[config.mk]
export PLATFORM = sky130hd
export DESIGN_NAME = round_robin_task_scheduler
export DESIGN_NICKNAME = d
export VERILOG_FILES = /design/src/rrts_pkg.sv /design/src/round_robin_task_scheduler.sv /design/src/rrts_ram.sv /design/src/rrts_front.sv /design/src/rrts_back.sv
export SDC_FILE = /design/constraint.sdc
export NUM_CORES = 2
export LEC_CHECK = 0
export BUFFER_PORTS_ARGS = -buffer_cell sky130_fd_sc_hd__buf_2
export CORE_AREA = 2 2 317 319
export CTS_CLUSTER_DIAMETER = 100
export DETAILED_ROUTE_END_ITERATION = 6
export DIE_AREA = 0 0 319 321
export GPL_TIMING_DRIVEN = 1
export PLACE_DENSITY = 0.71
export SYNTH_ARGS = -nofsm -noshare
export SYNTH_HDL_FRONTEND = slang
export SYNTH_SLANG_ARGS = --single-unit
[constraint.sdc]
create_clock -name clk -period 6.45 [get_ports clk]
set_input_delay 1.29 -clock clk [delete_from_list [all_inputs] [get_ports clk]]
set_output_delay 1.29 -clock clk [all_outputs]
set_load 0.005 [all_outputs]
[src/rrts_pkg.sv]
// Shared types and constants for the round-robin task scheduler.
// Used by every module of the block except rrts_ram; depends on nothing else.
package rrts_pkg;

    // Default size of the task table.
    localparam int MAX_TASKS_DEF = 16;

    // Fixed field widths.
    localparam int OPCODE_W = 2;
    localparam int SLEEP_W  = 32;
    localparam int TICK_W   = 64;
    localparam int TASK_W   = 4;

    // Depth of the queue between front and back; must be a power of two.
    localparam int QUEUE_DEPTH = 2;

    // Register map of the configuration port.
    localparam int CFG_ADDR_W = 3;
    localparam int CFG_DATA_W = 32;
    localparam logic REG_SCHED_ENABLE = 1'b0;

    // Input opcodes.
    localparam logic [OPCODE_W-1:0] OP_TICK  = 2'd0;
    localparam logic [OPCODE_W-1:0] OP_SLEEP = 2'd1;
    localparam logic [OPCODE_W-1:0] OP_ADD   = 2'd2;

    // Classified item kind as it travels to the back end.
    typedef enum logic [1:0] {
        KIND_TICK,
        KIND_SLEEP,
        KIND_ADD,
        KIND_NONE
    } op_kind_t;

    // Input item.
    typedef struct packed {
        logic [OPCODE_W-1:0] opcode;
        logic [SLEEP_W-1:0]  sleep_ms;
    } cmd_t;

    // Result item.
    typedef struct packed {
        logic [TASK_W-1:0] running_task;
        logic              switched;
        logic              add_full;
    } result_t;

    // Entry of the queue between front and back.
    typedef struct packed {
        op_kind_t           kind;
        logic [SLEEP_W-1:0] sleep_ms;
    } qentry_t;

endpackage

[src/round_robin_task_scheduler.sv]
// Usage
// -----
// Round-robin task selector with timed sleep. Input items (tick, sleep,
// add-task) are pushed into a queue-like port: an item is taken when push is
// high and full is low. Each item produces exactly one result item, shown on
// task_result while empty is low and taken when pop is high.
// A front end classifies items into a two-entry queue; a back end executes
// them one at a time and scans the task ring one slot per cycle, reading
// the wake times from a RAM with registered read data.
// Sequence: an add-task or an unscheduled item passes from the queue through
// the states S_IDLE, S_EXEC and S_DONE to the result register; a scheduling
// item also passes through S_SCAN, which visits at most the task count of
// slots. The back end takes the next item only once it is back in S_IDLE, so
// the ring scan sets the throughput of tick and sleep items.
// Reset leaves one runnable main task in slot 0, the tick counter at zero,
// scheduling enabled and both queues empty. When the receiver holds off pop,
// the result waits in its register, the back end stalls after its next item,
// and full rises once the front queue holds two items.
// The sched_enable register sits at byte address 0 of the APB port.
module round_robin_task_scheduler
    import rrts_pkg::*;
#(
    parameter int MAX_TASKS = MAX_TASKS_DEF
) (
    input  logic                  clk,
    input  logic                  rst_n,
    input  logic                  push,
    output logic                  full,
    input  cmd_t                  task_cmd,
    output logic                  empty,
    input  logic                  pop,
    output result_t               task_result,
    input  logic                  psel,
    input  logic                  penable,
    input  logic                  pwrite,
    input  logic [CFG_ADDR_W-1:0] paddr,
    input  logic [CFG_DATA_W-1:0] pwdata,
    output logic [CFG_DATA_W-1:0] prdata,
    output logic                  pready
);

    logic    sched_enable_reg, sched_enable_next;
    logic    q_valid;
    qentry_t q_item;
    logic    q_pop;
    logic    cfg_write;
    logic    reg_sel;

    // Configuration register.
    assign pready    = 1'b1;
    assign reg_sel   = paddr[CFG_ADDR_W-1];
    assign cfg_write = psel && penable && pwrite && pready;

    always_comb
    begin
        sched_enable_next = sched_enable_reg;
        if (cfg_write && (reg_sel == REG_SCHED_ENABLE))
        begin
            sched_enable_next = pwdata[0];
        end
    end

    assign prdata = (reg_sel == REG_SCHED_ENABLE) ?
                    CFG_DATA_W'(sched_enable_reg) : '0;

    always_ff @(posedge clk or negedge rst_n)
    begin
        if (!rst_n)
        begin
            sched_enable_reg <= 1'b1;
        end
        else
        begin
            sched_enable_reg <= sched_enable_next;
        end
    end

    // Front end: accept and classify items.
    rrts_front u_front (
        .clk      (clk),
        .rst_n    (rst_n),
        .push     (push),
        .full     (full),
        .task_cmd (task_cmd),
        .q_valid  (q_valid),
        .q_item   (q_item),
        .q_pop    (q_pop)
    );

    // Back end: execute items and deliver results.
    rrts_back #(
        .MAX_TASKS (MAX_TASKS)
    ) u_back (
        .clk          (clk),
        .rst_n        (rst_n),
        .sched_enable (sched_enable_reg),
        .q_valid      (q_valid),
        .q_item       (q_item),
        .q_pop        (q_pop),
        .empty        (empty),
        .pop          (pop),
        .task_result  (task_result)
    );

endmodule

[src/rrts_ram.sv]
// Generic simple dual-port RAM with one write port and a registered read port.
// Depends on nothing.
module rrts_ram #(
    parameter int WIDTH = 64,
    parameter int DEPTH = 16
) (
    input  logic                     clk,
    input  logic                     we,
    input  logic [$clog2(DEPTH)-1:0] waddr,
    input  logic [WIDTH-1:0]         wdata,
    input  logic [$clog2(DEPTH)-1:0] raddr,
    output logic [WIDTH-1:0]         rdata
);

    logic [WIDTH-1:0] mem [DEPTH];
    logic [WIDTH-1:0] rdata_reg;

    // Write port and registered read port.
    always_ff @(posedge clk)
    begin
        if (we)
        begin
            mem[waddr] <= wdata;
        end
        rdata_reg <= mem[raddr];
    end

    assign rdata = rdata_reg;

endmodule

[src/rrts_front.sv]
// Front end: accepts input items, classifies the opcode and queues them.
// Depends on rrts_pkg.
module rrts_front
    import rrts_pkg::*;
(
    input  logic    clk,
    input  logic    rst_n,
    input  logic    push,
    output logic    full,
    input  cmd_t    task_cmd,
    output logic    q_valid,
    output qentry_t q_item,
    input  logic    q_pop
);

    localparam int PTR_W = (QUEUE_DEPTH > 1) ? $clog2(QUEUE_DEPTH) : 1;
    localparam int CNT_W = $clog2(QUEUE_DEPTH + 1);

    qentry_t          entries_reg [QUEUE_DEPTH];
    logic [PTR_W-1:0] wr_ptr_reg, wr_ptr_next;
    logic [PTR_W-1:0] rd_ptr_reg, rd_ptr_next;
    logic [CNT_W-1:0] count_reg, count_next;
    qentry_t          classified;
    logic             do_push;
    logic             do_pop;

    // Classify the opcode; the unused code becomes a no-op item.
    always_comb
    begin
        classified.sleep_ms = task_cmd.sleep_ms;
        case (task_cmd.opcode)
            OP_TICK:  classified.kind = KIND_TICK;
            OP_SLEEP: classified.kind = KIND_SLEEP;
            OP_ADD:   classified.kind = KIND_ADD;
            default:  classified.kind = KIND_NONE;
        endcase
    end

    assign full    = (count_reg == CNT_W'(QUEUE_DEPTH));
    assign q_valid = (count_reg != '0);
    assign q_item  = entries_reg[rd_ptr_reg];
    assign do_push = push && !full;
    assign do_pop  = q_pop && q_valid;

    // Pointer and fill count update.
    always_comb
    begin
        wr_ptr_next = do_push ? wr_ptr_reg + PTR_W'(1) : wr_ptr_reg;
        rd_ptr_next = do_pop ? rd_ptr_reg + PTR_W'(1) : rd_ptr_reg;
        count_next  = count_reg;
        if (do_push && !do_pop)
        begin
            count_next = count_reg + CNT_W'(1);
        end
        else if (do_pop && !do_push)
        begin
            count_next = count_reg - CNT_W'(1);
        end
    end

    always_ff @(posedge clk or negedge rst_n)
    begin
        if (!rst_n)
        begin
            wr_ptr_reg <= '0;
            rd_ptr_reg <= '0;
            count_reg  <= '0;
        end
        else
        begin
            wr_ptr_reg <= wr_ptr_next;
            rd_ptr_reg <= rd_ptr_next;
            count_reg  <= count_next;
        end
    end

    // Queue storage holds payload only.
    always_ff @(posedge clk)
    begin
        if (do_push)
        begin
            entries_reg[wr_ptr_reg] <= classified;
        end
    end

endmodule

[src/rrts_back.sv]
// Back end: executes queued items, scans the task ring and holds the result.
// Depends on rrts_pkg and rrts_ram.
module rrts_back
    import rrts_pkg::*;
#(
    parameter int MAX_TASKS = MAX_TASKS_DEF
) (
    input  logic    clk,
    input  logic    rst_n,
    input  logic    sched_enable,
    input  logic    q_valid,
    input  qentry_t q_item,
    output logic    q_pop,
    output logic    empty,
    input  logic    pop,
    output result_t task_result
);

    localparam int SLOT_W = (MAX_TASKS > 1) ? $clog2(MAX_TASKS) : 1;
    localparam int CNT_W  = $clog2(MAX_TASKS + 1);

    typedef enum logic [3:0] {
        S_IDLE = 4'b0001,
        S_EXEC = 4'b0010,
        S_SCAN = 4'b0100,
        S_DONE = 4'b1000
    } state_t;

    state_t                 state_reg, state_next;
    op_kind_t               kind_reg, kind_next;
    logic [SLEEP_W-1:0]     delay_reg, delay_next;
    logic [TICK_W-1:0]      tick_reg, tick_next;
    logic [SLOT_W-1:0]      cur_reg, cur_next;
    logic [CNT_W-1:0]       count_reg, count_next;
    logic [MAX_TASKS-1:0]   sleeping_reg, sleeping_next;
    logic [SLOT_W-1:0]      scan_slot_reg, scan_slot_next;
    logic [CNT_W-1:0]       issue_cnt_reg, issue_cnt_next;
    logic                   pipe_valid_reg, pipe_valid_next;
    logic [SLOT_W-1:0]      pipe_slot_reg, pipe_slot_next;
    logic                   pipe_sleep_reg, pipe_sleep_next;
    logic                   res_sw_reg, res_sw_next;
    logic                   res_full_reg, res_full_next;
    logic                   out_valid_reg, out_valid_next;
    result_t                out_reg, out_next;

    logic                   wake_we;
    logic [TICK_W-1:0]      wake_wdata;
    logic [TICK_W-1:0]      wake_rdata;
    logic                   hit;
    logic                   scan_req;
    logic [SLOT_W-1:0]      cur_succ;
    logic [SLOT_W-1:0]      scan_succ;

    // Wake times: written by a sleep, read one slot per cycle by the scan.
    rrts_ram #(
        .WIDTH (TICK_W),
        .DEPTH (MAX_TASKS)
    ) u_wake_ram (
        .clk   (clk),
        .we    (wake_we),
        .waddr (cur_reg),
        .wdata (wake_wdata),
        .raddr (scan_slot_reg),
        .rdata (wake_rdata)
    );

    // Ring successors of the current slot and of the scan pointer.
    assign cur_succ  = (CNT_W'(cur_reg) == count_reg - CNT_W'(1)) ?
                       '0 : cur_reg + SLOT_W'(1);
    assign scan_succ = (CNT_W'(scan_slot_reg) == count_reg - CNT_W'(1)) ?
                       '0 : scan_slot_reg + SLOT_W'(1);

    // A slot qualifies when it is runnable or its wake time has passed.
    assign hit = pipe_valid_reg && (!pipe_sleep_reg || (tick_reg > wake_rdata));

    assign wake_wdata  = tick_reg + TICK_W'(delay_reg);
    assign empty       = !out_valid_reg;
    assign task_result = out_reg;

    // Sequencer for one item.
    always_comb
    begin
        state_next      = state_reg;
        kind_next       = kind_reg;
        delay_next      = delay_reg;
        tick_next       = tick_reg;
        cur_next        = cur_reg;
        count_next      = count_reg;
        sleeping_next   = sleeping_reg;
        scan_slot_next  = scan_slot_reg;
        issue_cnt_next  = issue_cnt_reg;
        pipe_valid_next = 1'b0;
        pipe_slot_next  = pipe_slot_reg;
        pipe_sleep_next = pipe_sleep_reg;
        res_sw_next     = res_sw_reg;
        res_full_next   = res_full_reg;
        out_valid_next  = out_valid_reg && !pop;
        out_next        = out_reg;
        q_pop           = 1'b0;
        wake_we         = 1'b0;
        scan_req        = 1'b0;

        case (state_reg)
            S_IDLE:
            begin
                if (q_valid)
                begin
                    q_pop      = 1'b1;
                    kind_next  = q_item.kind;
                    delay_next = q_item.sleep_ms;
                    state_next = S_EXEC;
                end
            end

            S_EXEC:
            begin
                res_full_next = 1'b0;
                res_sw_next   = 1'b0;
                case (kind_reg)
                    KIND_TICK:
                    begin
                        tick_next = tick_reg + TICK_W'(1);
                        scan_req  = 1'b1;
                    end
                    KIND_SLEEP:
                    begin
                        sleeping_next[cur_reg] = 1'b1;
                        wake_we                = 1'b1;
                        scan_req               = 1'b1;
                    end
                    KIND_ADD:
                    begin
                        if (count_reg == CNT_W'(MAX_TASKS))
                        begin
                            res_full_next = 1'b1;
                        end
                        else
                        begin
                            sleeping_next[count_reg[SLOT_W-1:0]] = 1'b0;
                            count_next = count_reg + CNT_W'(1);
                        end
                    end
                    default:
                    begin
                    end
                endcase
                if (scan_req && sched_enable && (count_reg > CNT_W'(1)))
                begin
                    scan_slot_next = cur_succ;
                    issue_cnt_next = '0;
                    state_next     = S_SCAN;
                end
                else
                begin
                    state_next = S_DONE;
                end
            end

            S_SCAN:
            begin
                // Issue one slot per cycle; its wake time arrives next cycle.
                if (issue_cnt_reg != count_reg)
                begin
                    pipe_valid_next = 1'b1;
                    pipe_slot_next  = scan_slot_reg;
                    pipe_sleep_next = sleeping_reg[scan_slot_reg];
                    scan_slot_next  = scan_succ;
                    issue_cnt_next  = issue_cnt_reg + CNT_W'(1);
                end
                // Check the slot issued last cycle.
                if (hit)
                begin
                    cur_next                      = pipe_slot_reg;
                    sleeping_next[pipe_slot_reg]  = 1'b0;
                    res_sw_next                   = 1'b1;
                    pipe_valid_next               = 1'b0;
                    state_next                    = S_DONE;
                end
                else if (pipe_valid_reg && (issue_cnt_reg == count_reg))
                begin
                    // The whole ring failed: keep the current task.
                    pipe_valid_next = 1'b0;
                    state_next      = S_DONE;
                end
            end

            S_DONE:
            begin
                if (!out_valid_reg || pop)
                begin
                    out_valid_next        = 1'b1;
                    out_next.running_task = TASK_W'(cur_reg);
                    out_next.switched     = res_sw_reg;
                    out_next.add_full     = res_full_reg;
                    state_next            = S_IDLE;
                end
            end

            default:
            begin
                state_next = S_IDLE;
            end
        endcase
    end

    // Control state.
    always_ff @(posedge clk or negedge rst_n)
    begin
        if (!rst_n)
        begin
            state_reg      <= S_IDLE;
            tick_reg       <= '0;
            cur_reg        <= '0;
            count_reg      <= CNT_W'(1);
            sleeping_reg   <= '0;
            issue_cnt_reg  <= '0;
            pipe_valid_reg <= 1'b0;
            out_valid_reg  <= 1'b0;
        end
        else
        begin
            state_reg      <= state_next;
            tick_reg       <= tick_next;
            cur_reg        <= cur_next;
            count_reg      <= count_next;
            sleeping_reg   <= sleeping_next;
            issue_cnt_reg  <= issue_cnt_next;
            pipe_valid_reg <= pipe_valid_next;
            out_valid_reg  <= out_valid_next;
        end
    end

    // Payload registers.
    always_ff @(posedge clk)
    begin
        kind_reg       <= kind_next;
        delay_reg      <= delay_next;
        scan_slot_reg  <= scan_slot_next;
        pipe_slot_reg  <= pipe_slot_next;
        pipe_sleep_reg <= pipe_sleep_next;
        res_sw_reg     <= res_sw_next;
        res_full_reg   <= res_full_next;
        out_reg        <= out_next;
    end

`ifndef NO_ASSERTIONS
    // The running task always lies inside the populated part of the ring.
    a_cur_in_ring: assert property (@(posedge clk) disable iff (!rst_n)
        CNT_W'(cur_reg) < count_reg)
        else $error("current slot outside the task ring");

    // The task count stays between one and the table size.
    a_count_range: assert property (@(posedge clk) disable iff (!rst_n)
        (count_reg >= CNT_W'(1)) && (count_reg <= CNT_W'(MAX_TASKS)))
        else $error("task count out of range");

    // A selected task is runnable afterwards.
    a_selected_runnable: assert property (@(posedge clk) disable iff (!rst_n)
        (state_reg == S_SCAN) && hit |=> !sleeping_reg[cur_reg])
        else $error("selected task still marked sleeping");

    // The scan pipeline only carries slots during a scan.
    a_pipe_in_scan: assert property (@(posedge clk) disable iff (!rst_n)
        pipe_valid_reg |-> (state_reg == S_SCAN))
        else $error("scan pipeline busy outside a scan");

    // A waiting result is never overwritten before it is taken.
    a_result_held: assert property (@(posedge clk) disable iff (!rst_n)
        out_valid_reg && !pop |=> out_valid_reg && $stable(out_reg))
        else $error("waiting result changed");
`endif

endmodule
* Word-level counts from Yosys, hierarchy flattened
Memory sizes are Yosys's and may differ from the RTL's. A register that Yosys moved wholly into a read port is not among the register bits.
Cells that the tools add are included.
** Storage, ports and cells
- Memories :: 2
- Bits in writable memories :: 1092
- Bits in registers :: 122
- Bits in latches :: 0
- Bits in read-only memories :: 0
- Output and inout bits :: 41
** Operators by class
- $lt $le $gt $ge :: 9
- $mul :: 0
- Bitwise logic cells :: 7
- Equality and inequality tests :: 22
- Mux-type cells :: 49
- Div/mod/pow operators :: 0
- $add $sub $neg :: 11
- Shift-type cells :: 0
- Reductions and logical operators :: 39
** Memory list
- u_back.u_wake_ram.mem :: depth 16, bits a word 64, read ports 1, clocked after Yosys merged registers in 1, write ports 1, line rrts_ram.sv:15 : logic [WIDTH-1:0] mem [DEPTH];
- u_front.entries_reg :: depth 2, bits a word 34, read ports 1, clocked after Yosys merged registers in 1, write ports 1, line rrts_front.sv:19 : qentry_t entries_reg [QUEUE_DEPTH];
** Operator list (count)
- 64-bit by 1-bit adder with 64-bit output, second input constant :: 1
- 64-bit by 32-bit adder with 64-bit output :: 1
- 64-bit > comparator :: 1
- 16-bit one-hot mux with 2 select lines :: 2
- 4-bit two-way mux :: 9
- 16-bit AND :: 2
- 16-bit two-way mux :: 2
- 16-bit inverter :: 2
- 1-bit two-way mux :: 23
- 4-bit by 5-bit < comparator with 1-bit output, second input constant :: 4
- 16-bit OR :: 1
- 4-bit one-hot mux with 4 select lines :: 1
- 1-bit logical AND :: 15
- 1-bit demux with 4-bit select :: 3
- 4-bit by 1-bit >= comparator with 1-bit output, second input constant :: 3
- 2-bit AND reduction :: 6
- 5-bit by 1-bit adder with 5-bit output, second input constant :: 2
- 4-bit by 5-bit equality test with 1-bit output :: 2
- 5-bit two-way mux :: 2
- 2-bit by 1-bit != test with 1-bit output, second input constant :: 5
- 5-bit one-hot mux with 2 select lines :: 1
- 3-bit AND reduction :: 3
- 4-bit by 1-bit adder with 4-bit output, second input constant :: 2
- 4-bit one-hot mux with 2 select lines :: 1
- 27 further kinds :: 43

* Depth between registers and ports, before layout
- Depth in word-level cells :: 9
- Gate-level depth with buffers :: 13
- Depth with buffers taken out :: 13

* By module
A second synthesis with hierarchy kept.
** Unflattened totals
- Cell total of the unflattened synthesis :: 2972
- Area total of the unflattened synthesis :: 53632.7 um^2
** Modules (own cells, without submodules)
- rrts_ram :: instances 1, cells each 1647, area each 39581.7 um^2, seq. area each 32030.7 um^2
- rrts_back :: instances 1, cells each 1160, area each 10935.5 um^2, seq. area each 4036.4 um^2
- rrts_front :: instances 1, cells each 127, area each 2812.7 um^2, seq. area each 2142.1 um^2
- round_robin_task_scheduler :: instances 1, cells each 38, area each 302.8 um^2, seq. area each 26.3 um^2

* Worst setup path before layout
OpenSTA, ideal clock, no wires.
- Path type :: register -> register
- Start :: reg u_back.state_reg[3]
- End :: mem u_back.u_wake_ram.mem[2][0] (enable)
- Path slack :: 0.493 ns
- Arrival time :: 5.392 ns
- Buffers on the path :: 0
- Cell stages (with the launch flop) :: 6
- Cell sequence :: dfrtp_1 > nor2_1 > nand3b_2 > nor2_1 > nand2_1 > nor3_1
** Between the ends
- Cells in the longest elaborated chain, start to end :: 4
** RTL lines
- start, declared :: line rrts_back.sv:29 : state_t state_reg, state_next;
- start signal, assigned :: line rrts_back.sv:222 : state_reg <= state_next;
- 4-bit by 2-bit equality test with 1-bit output :: line rrts_back.sv:103 : case (state_reg)
- 1-bit two-way mux :: line rrts_back.sv:103
- 1-bit two-way mux :: line rrts_ram.sv:21 : if (we)
- 1-bit two-way mux (not written as such) :: line rrts_ram.sv:23 : mem[waddr] <= wdata;
- end, declared :: line rrts_ram.sv:15
No other way between the ends.

* Final worst setup path
- Start :: reg u_back.tick_reg[0]
- End :: mem u_back.u_wake_ram.mem[7][54] (data pin)
** Between the ends
- Cells in the longest elaborated chain, start to end :: 1
** RTL lines
- start, declared :: line rrts_back.sv:32 : logic [TICK_W-1:0] tick_reg, tick_next;
- start signal, assigned :: line rrts_back.sv:223 : tick_reg <= tick_next;
- 64-bit by 32-bit adder with 64-bit output :: line rrts_back.sv:76 : assign wake_wdata = tick_reg + TICK_W'(delay_reg);
- net u_back.u_wake_ram.wdata[54] :: line rrts_ram.sv:10 : input logic [WIDTH-1:0] wdata,
The timed path passes the listed nets, and every way through them passes these cells.

==> run_results.csv <==
group,metric,value,unit
clocking,clk_latency,0.75,ns
critical_path,crit_chain,"ha_1 -> inv_1 -> fa_1 -> nor2b_1 -> o211ai_1 -> a211oi_1 -> nor3_1 -> nor4_1 -> o21ai_1 -> o21a_1 -> buf_4 -> nor2_1 -> nand3_1 -> xnor2_1",
sta,finalClockSkew,0.0213,ns
sta,slew_violations,0,
floorplanning,die_area,102000,µm²
detailed_routing,wl_met2,60.2,mm
synthesis,synthCells,3278,
critical_path,slowest_delay,0.92,ns
synthesis,synth.avg_cell_area,16.4,µm²
detailed_routing,wl_per_cell,25.7,µm
global_route,grt_max_degree,134,
synthesis,synthDistinctLibCells,75,
sta,tightest_slew,1.42,ns
floorplanning,rows,116,
sta,finalSetupTns,0,ns
placement,hpwl,68.0,mm
cells_and_area,drive_gt1_frac,0.162,
detailed_routing,wl_met3,9.33,mm
cells_and_area,stdcell_count,4785,
clocking,post_cts_resized,0,
critical_path,cp-start-kind,"flip-flop",
synthesis,yosysWarnings,0,
clocking,holdBufCountCts,0,
power_and_ir_drop,total_power,20.2,mW
synthesis,yosysTopAreaCellShare,0.637,
clocking,cts_tree,"yes",
critical_path,worst_ep_required_time,6.83,ns
sta,setup_viol,0,
sta,fin_crit,5.48,ns
detailed_routing,drcViolationCount,0,
synthesis,synth_edf_count,1143,
synthesis,ys.flop_type,"edfxtp_1",
critical_path,worstSetupPathType,"flip-flop to flip-flop",
floorplanning,io_pins,117,
placement,numPortBuffers,51,
critical_path,cp_max_fo,16,
flow_run,cap_violations,0,
global_route,grt_pass1_vias,30000,
sta,max_freq,0.182,GHz
detailed_routing,drt_wl_total,123,mm
floorplanning,start_util,0.543,
global_route,grt.total_usage,0.241,
global_route,antenna_found_initial,2,
synthesis,synth_area,53900,µm²
sta,maxSlewHeadroom,0.0511,
global_route,grt_overflow,0,
synthesis,synth.largest_area_cell,"edfxtp_1",
power_and_ir_drop,vdd_drop_max,351,µV
hold_path,worstHoldPathType,"flip-flop to flip-flop",
synthesis,yosys-top-cells-area,"edfxtp_1 64%, mux4_2 5.4%, dfrtp_1 4.7%",
sta,grt_setup_unrepaired,"no",
detailed_routing,vias_per_cell,6.17,
placement,place_area,55700,µm²
placement,pre_cts_slack,1.08,ns
cells_and_area,postLayoutCellArea,60000,µm²
detailed_routing,num_vias,29500,
floorplanning,die_x,319,µm
synthesis,ys_ff_latch,1312,
clocking,cts-buffers-inserted,134,
detailed_routing,dr.max_layer_used,"met4",
clocking,path_clk_slew,0.06,ns
synthesis,ys_async_sr_fraction,0.0800,
cells_and_area,largest_reg_flops,1024,
clocking,htree_num_levels,4,
floorplanning,die_h,321,µm
clocking,cts-root-buf,"clkbuf_16",
clocking,cts_sinks,1312,
cells_and_area,nNetsFinal,3558,
cells_and_area,syn2layout_area_growth,11.4,%
detailed_routing,dr.first_iter.drc_count,3449,
detailed_routing,wl_met1,50.5,mm
clocking,cts_max_path_buffers,3,
power_and_ir_drop,cellPowerDensity,337,nW/µm²
sta,setup_slack,0.967,ns
sta,finalHoldViolations,0,
critical_path,cpMaxStageDelayCell,"xnor2_1",
power_and_ir_drop,p_leak,21.6,nW
floorplanning,core,99300,µm²
detailed_routing,dr.pass1.iters,6,
global_route,grt_pass1_wl,184,mm
sta,period_share,0.850,
placement,dp.cells,4535,
placement,gp_congestion,0.869,
detailed_routing,ant_nets,0,
critical_path,crit_arrival,5.86,ns
clocking,cts_setup_buffers,0,
outcome,status,"completed",
critical_path,end_kind,"flip-flop",
synthesis,seq_area_frac_synth,0.710,
-- layout by cell type (no fill, tap or decap), types with 50 or more instances in the layout --
cell type  count
nand3_1       51
clkbuf_1      51
inv_1         97
mux2_2       104
edfxtp_1    1143
a221oi_1      67
buf_2         50
a21oi_1      133
mux2i_1      196
dfrtp_1      102
mux4_2       130
xor2_1        59
xnor2_1       93
dfxtp_1       64
o21ai_0      170
ha_1         108
nand2_1      156
nor2_1        77
clkbuf_16    135
a22oi_1       65
-- where the power goes --
part | leakage, nW | internal, mW | switching [mW] | total, mW
clock | 2.08 | 4.32 | 3.20 | 7.52
sequential | 12.4 | 10.2 | 0.163 | 10.4
combinational | 7.10 | 0.697 | 1.64 | 2.34
total | 21.6 | 15.2 | 5.01 | 20.2
-- routing by layer --
metal	global-route usage	vias to the layer above
li1	-	13000
met1	0.327	15100
met2	0.400	1235
met3	0.0437	211
met4	0.0756	0
met5	0	-
-- layout make-up --
cell class                      count  area [µm²]
Fill cell                        7108       39200
Sequential cell                  1312       38200
Multi-Input combinational cell   1727       14800
Clock buffer                      196        3710
Tap cell                         1298        1620
Timing Repair Buffer              101         758
Clock inverter                     53         579
Inverter                           97         364
Antenna cell                        1        2.50
-- per-stage QoR --
stage | hold slack [ns] | utilization
5_1_grt | 0.430 | 0.605
3_3_place_gp | 0.408 | 0.561
2_1_floorplan | 0.400 | -
6_report | 0.422 | 0.605
4_1_cts | 0.422 | 0.605
3_5_place_dp | 0.407 | 0.561
-- critical path: cells and delay by family (launching register included) --
family	cells	cell delay, ns
AO/OA/AOI/OAI	4	1.16
AND/OR/NAND/NOR	5	1.72
XOR/XNOR	1	0.92
adder cells (fa/ha/maj)	2	0.61
buffers and inverters	2	0.26
flip-flops	1	0.43
-- synthesized netlist by cell type, drive strengths merged (3+ instances only) --
| cell | instances |
|---|---|
| ha | 108 |
| mux4 | 130 |
| a22oi | 65 |
| nor4 | 3 |
| a41oi | 13 |
| nand3b | 5 |
| a221o | 3 |
| dfstp | 3 |
| and4 | 7 |
| mux2i | 196 |
| mux2 | 104 |
| nand2b | 23 |
| a21o | 27 |
| nor2 | 91 |
| o211ai | 5 |
| edfxtp | 1143 |
| and3 | 28 |
| o22ai | 6 |
| a211oi | 9 |
| nand4 | 34 |
| xor2 | 59 |
| xnor2 | 93 |
| dfrtp | 102 |
| o21a | 6 |
| o21ai | 172 |
| a31oi | 10 |
| a21oi | 133 |
| nor3b | 3 |
| nand3 | 52 |
| nor2b | 9 |
| a22o | 14 |
| nor3 | 22 |
| or2 | 3 |
| buf | 80 |
| clkbuf | 92 |
| a221oi | 67 |
| and2 | 11 |
| dfxtp | 64 |
| inv | 97 |
| nand2 | 157 |
| or3 | 8 |
-- kinds of logic after synthesis --
family                   after synthesis  share of synthesized area
AO/OA/AOI/OAI                        544                     0.0644
XOR/XNOR                             152                     0.0247
adder cells (fa/ha/maj)              109                     0.0254
buffers and inverters                269                     0.0213
flip-flops                          1312                      0.710
multiplexers                         430                      0.112
other                                  2                   0.000139
AND/OR/NAND/NOR                      460                     0.0421
-- final timing paths --
check                                                  start                                     end  slack, ns  cells after the start
min                        u_back.res_full_reg$_SDFFCE_PN0N_         u_back.task_result[0]$_DFFE_PP_       0.42                      0
max reg2reg                   u_back.tick_reg[0]$_DFFE_PN0P_  u_back.u_wake_ram.mem[7][54]$_DFFE_PP_       0.97                     14
min in group asynchronous                              rst_n         u_back.tick_reg[55]$_DFFE_PN0P_       0.62                      1
max                           u_back.tick_reg[0]$_DFFE_PN0P_  u_back.u_wake_ram.mem[7][54]$_DFFE_PP_       0.97                     14
max in group asynchronous                              rst_n          u_back.tick_reg[2]$_DFFE_PN0P_       4.52                      2
min reg2reg                u_back.res_full_reg$_SDFFCE_PN0N_         u_back.task_result[0]$_DFFE_PP_       0.42                      0
(Power assumes the default switching activity.)
